[src/sv/qrs_pkg.sv]
package qrs_pkg;

    localparam int DATA_WIDTH = 32;
    localparam int FRAC_BITS  = 16;
    localparam int THR_W      = 16;
    localparam logic [THR_W-1:0] THR_RESET = THR_W'(7);

    localparam int PROD_W = 2 * DATA_WIDTH;
    localparam int DISC_W = 2 * DATA_WIDTH + 2;
    localparam int SQ_W   = DATA_WIDTH + 1;
    localparam int DEN_W  = DATA_WIDTH + 1;
    localparam int NUM_W  = DATA_WIDTH + 2;
    localparam int SN_W   = DATA_WIDTH + 3;
    localparam int THP_W  = THR_W + DEN_W;
    localparam int SQS_W  = SQ_W + FRAC_BITS;
    localparam int CMP_W  = (SQS_W > THP_W) ? SQS_W : THP_W;
    localparam int DV_W   = DEN_W + DATA_WIDTH;
    localparam int OVF_W  = DEN_W + DATA_WIDTH - FRAC_BITS;

    localparam int Q_DEPTH = 4;
    localparam int Q_AW    = 2;

    localparam int CNT_W = 2;
    localparam logic [CNT_W-1:0] CNT_NONE = CNT_W'(0);
    localparam logic [CNT_W-1:0] CNT_ONE  = CNT_W'(1);
    localparam logic [CNT_W-1:0] CNT_TWO  = CNT_W'(2);

    // classified request handed from front to back
    typedef struct packed {
        logic                  degen;
        logic                  dneg;
        logic [DISC_W-1:0]     disc;
        logic [DATA_WIDTH-1:0] mb;
        logic                  nb;
        logic                  na;
        logic [DATA_WIDTH-1:0] ma;
    } t_fq;

endpackage

[src/sv/qrs_queue.sv]
module qrs_queue (
    input  logic          i_clk,
    input  logic          i_rst_n,
    input  logic          i_push,
    input  qrs_pkg::t_fq  i_entry,
    output logic          o_full,
    input  logic          i_pop,
    output logic          o_valid,
    output qrs_pkg::t_fq  o_head
);
    import qrs_pkg::*;

    t_fq              r_mem [Q_DEPTH];
    logic [Q_AW-1:0]  r_wr, r_rd;
    logic [Q_AW:0]    r_cnt;
    logic             w_pop;

    assign o_full  = (r_cnt == (Q_AW+1)'(Q_DEPTH));
    assign o_valid = (r_cnt != '0);
    assign o_head  = r_mem[r_rd];
    assign w_pop   = i_pop && o_valid;

    always_ff @(posedge i_clk) begin
        if (i_push) begin
            r_mem[r_wr] <= i_entry;
        end
    end

    always_ff @(posedge i_clk) begin
        if (!i_rst_n) begin
            r_wr  <= '0;
            r_rd  <= '0;
            r_cnt <= '0;
        end else begin
            if (i_push) begin
                r_wr <= r_wr + Q_AW'(1);
            end
            if (w_pop) begin
                r_rd <= r_rd + Q_AW'(1);
            end
            if (i_push && !w_pop) begin
                r_cnt <= r_cnt + (Q_AW+1)'(1);
            end else if (!i_push && w_pop) begin
                r_cnt <= r_cnt - (Q_AW+1)'(1);
            end
        end
    end

endmodule

[config.mk]
export PLATFORM = sky130hd
export DESIGN_NAME = qrs_queue
export DESIGN_NICKNAME = d
export VERILOG_FILES = /design/src/sv/qrs_pkg.sv /design/src/sv/qrs_queue.sv
export SDC_FILE = /design/constraint.sdc
export NUM_CORES = 1
export LEC_CHECK = 0
export BUFFER_PORTS_ARGS = -buffer_cell sky130_fd_sc_hd__clkbuf_2
export CORE_MARGIN = 5
export CORE_UTILIZATION = 41
export DETAILED_ROUTE_END_ITERATION = 12
export PLACE_DENSITY = 0.57
export SYNTH_ARGS = -nofsm -noshare
export SYNTH_HDL_FRONTEND = slang
export SYNTH_SLANG_ARGS = --single-unit
[constraint.sdc]
create_clock -name i_clk -period 6.8 [get_ports i_clk]
set_clock_uncertainty 0.1 [all_clocks]
set_input_delay 1.02 -clock i_clk [delete_from_list [all_inputs] [get_ports i_clk]]
set_output_delay 1.02 -clock i_clk [all_outputs]
set_load 0.03 [all_outputs]
==> results by group <==
Status
  – Run status: complete, no violations

Flow run
  – Max cap viols: 0

Timing
  – Final worst slack: 2850 ps
  – Unrepaired setup endpoints after global routing: no
  – Setup violators final: 0
  – Sum Neg Setup Slack: 0 ps
  – Slew Limit Fails: 0
  – Final critical delay including setup and external delays: 3950 ps
  – Post-route clock period utilization: 0.581
  – Actual transition at the worst max-transition pin: 1020 ps
  – Final Hold Viols: 0
  – Max frequency: 253 MHz
  – Min Hold Slack: 445 ps
  – Tightest slew margin relative to the limit: 0.319

Power and ir drop
  – Total power divided by cell area: approximately 380 nW/µm²
  – Lkg Pwr: 7.85 nW
  – Worst voltage drop across the vdd grid: 0.295 mV

Clock tree
  – TritonCTS clock tree: done
  – Level count of the clock H-tree: 2
  – Maximum clock path buffer count: 3
  – PostCTS Resize Cnt: 0
  – Cts-stage hold buffer count: 0
  – Clock insertion delay at the later pin of the skew report: 590 ps
  – Sink Count: about 550
  – TritonCTS Buffers: 55
  – Post-CTS setup buffer count: 0
  – Library cell used as clock root buffer: clkbuf_16
  – Clock-pin slew reported for the worst setup and hold paths after clock tree synthesis: 60 ps

Die
  – Core Rows: 80
  – Starting utilization of the core area: 0.414
  – Number of primary I/O pins: around 270
  – Floorplan die width: 230 µm
  – Total Die Area: 52,700 µm²
  – Height of the chip: 230 µm
  – Area of the core: between 40,000 and 50,000 µm²

Global routing
  – First-pass GRT wire length: 58.4 mm
  – Maximum number of pins on one net before global-route repair: 107
  – Antenna violations before repair: 3
  – Via count of the first global-routing pass: 9,363
  – Overall Global Routing Usage: 0.145
  – Aggregate global routing overflow: 0

Route
  – Total vias in the final route: roughly 8,600
  – Final antenna-violating net count: 0
  – Number of search-and-repair iterations in the first detailed-routing pass: 4
  – Average wire per cell in the routed design: 22.3 µm
  – Remaining routing DRC violations: 0
  – Iteration-0 DRC Markers: 490
  – Routed vias/inst: 5.05
  – DRT Wirelength: 38.2 mm

Placed design
  – Placement-stage cell area: between 20,000 and 25,000 µm²
  – Sum of net half-perimeters after detailed placement: 22.4 mm
  – Number of instances in the placed design: about 1,600
  – Worst slack after detailed placement: between 3000 and 4000 ps
  – Count of input and output buffers: 273
  – Last weighted congestion value of the routability-driven placer: 0.701

Layout
  – Register Area: 16,300 µm²
  – Final Instance Count excl. Fillers: 1,711
  – Post-layout instance area: 23,500 µm²
  – Share of final-layout standard cells stronger than drive strength 1: 0.452
  – Fill cell total of the finished layout: roughly 3,900
  – Final Net Count: 1,196
  – Area used by multi-input combinational logic: 3290 µm²
  – Growth of design area from synthesis to finish: 19.0%

Synth
  – #FFs+latches synth: 545
  – Total standard cell area after synthesis: 19,800 µm²
  – Top cell type by total area after synthesis: edfxtp_1
  – Ys async rst share: 0
  – Gate count after technology mapping: 743
  – Count of distinct cell types in the synthesized netlist: 20
  – Main synth FF type: edfxtp_1
  – Cell with the most instances after synthesis: edfxtp_1
  – Top cells by area in the synthesized netlist: edfxtp_1, mux4_2, dfxtp_1, buf_6, buf_2
  – YS warnings: 0
  – Sequential share of the synthesized area: 0.824
  – Syn avg cell area: 26.6 µm²
  – Synth Net Count: between 800 and 900
  – Cell types with the highest counts after synthesis: edfxtp_1, mux4_2, buf_2, and2_1, dfxtp_1
  – Number of enable flip-flop cells after synthesis: roughly 540
  – Share of Yosys cell area claimed by the top area cell type: 0.815

Min path
  – Launch point of the worst hold path: r_cnt[2]
  – HP Class: register to register
  – Number of cells traversed by the worst hold path: 2

Setup path
  – Critical path start-end classification: register to primary output
  – Startpoint of the most critical register-to-register path: r_wr[1]
  – Nature of the critical path endpoint: primary output
  – Required time of the critical path: 5680 ps
  – Reg-to-reg slack, setup: about 4300 ps
  – Maximum fanout along the worst path: 34
  – Depth of the most critical reg-to-reg path: 4
  – Worst endpoint data arrival time: 2830 ps
  – Startpoint Class: register
where the power goes:
part           switching [W]  internal, W
clock network        0.00119      0.00161
logic                0.00135     0.000835
registers           0.000117      0.00387
routing by layer:
metal | share of wire | track usage | wire (µm) | vias to the layer above
met4 | 0.019 | 0.0363 | 712 | 4
met2 | 0.47 | 0.221 | 17900 | 244
met5 | 0.00055 | 0 | 21 | -
li1 | - | - | - | 3855
met1 | 0.43 | 0.202 | 16300 | 4473
met3 | 0.083 | 0.0502 | 3180 | 56
worst paths after layout:
check / to
max: o_head[102]
min: r_cnt[2]
max reg2reg: r_mem[1][59]
min reg2reg: r_cnt[2]
flip-flops by register name (all words and copies together), names as in the netlist, named ones only:
signal and cells:
r_rd 2, r_wr 2, r_mem 536, r_cnt 3
layout by cell type (no fill, tap or decap), drive strengths merged, types with 4 or more instances in the layout:
master	count
edfxtp	536
ha	5
clkinv	27
clkbuf	339
and2	9
dfxtp	9
inv	4
buf	9
mux4	134
critical path: stages (launching register included):
cell and delay (ps):
dfxtp_4 700, buf_4 680, mux4_2 610, clkbuf_2 200
layout make-up:
| class | count | share of cell area |
|---|---|---|
| inverter | 3 | 0.000479 |
| clock inverter | 33 | 0.0102 |
| sequential | 545 | 0.692 |
| tap | 615 | 0.0327 |
| clock buffer | 66 | 0.0612 |
| timing repair buffer | 282 | 0.0631 |
| antenna | 2 | 0.000213 |
| multi-input combinational | 165 | 0.140 |
stage by stage:
| step | total power (W) | util |
|---|---|---|
| CTS | 0.00915 | 0.493 |
| finish | 0.00898 | 0.493 |
| detailed placement | 0.00631 | 0.457 |
| global placement | 0.00630 | 0.457 |
| floorplan | 0.00571 | - |
| global route | 0.00939 | 0.493 |
cell families after synthesis:
group,share of synthesized area
fa+ha+maj,0.00418
buf+inv,0.0103
flops,0.824
simple gates,0.00450
compound gates,0.00146
xor+xnor,0.00222
mux,0.154
(Power assumes the default switching activity.)
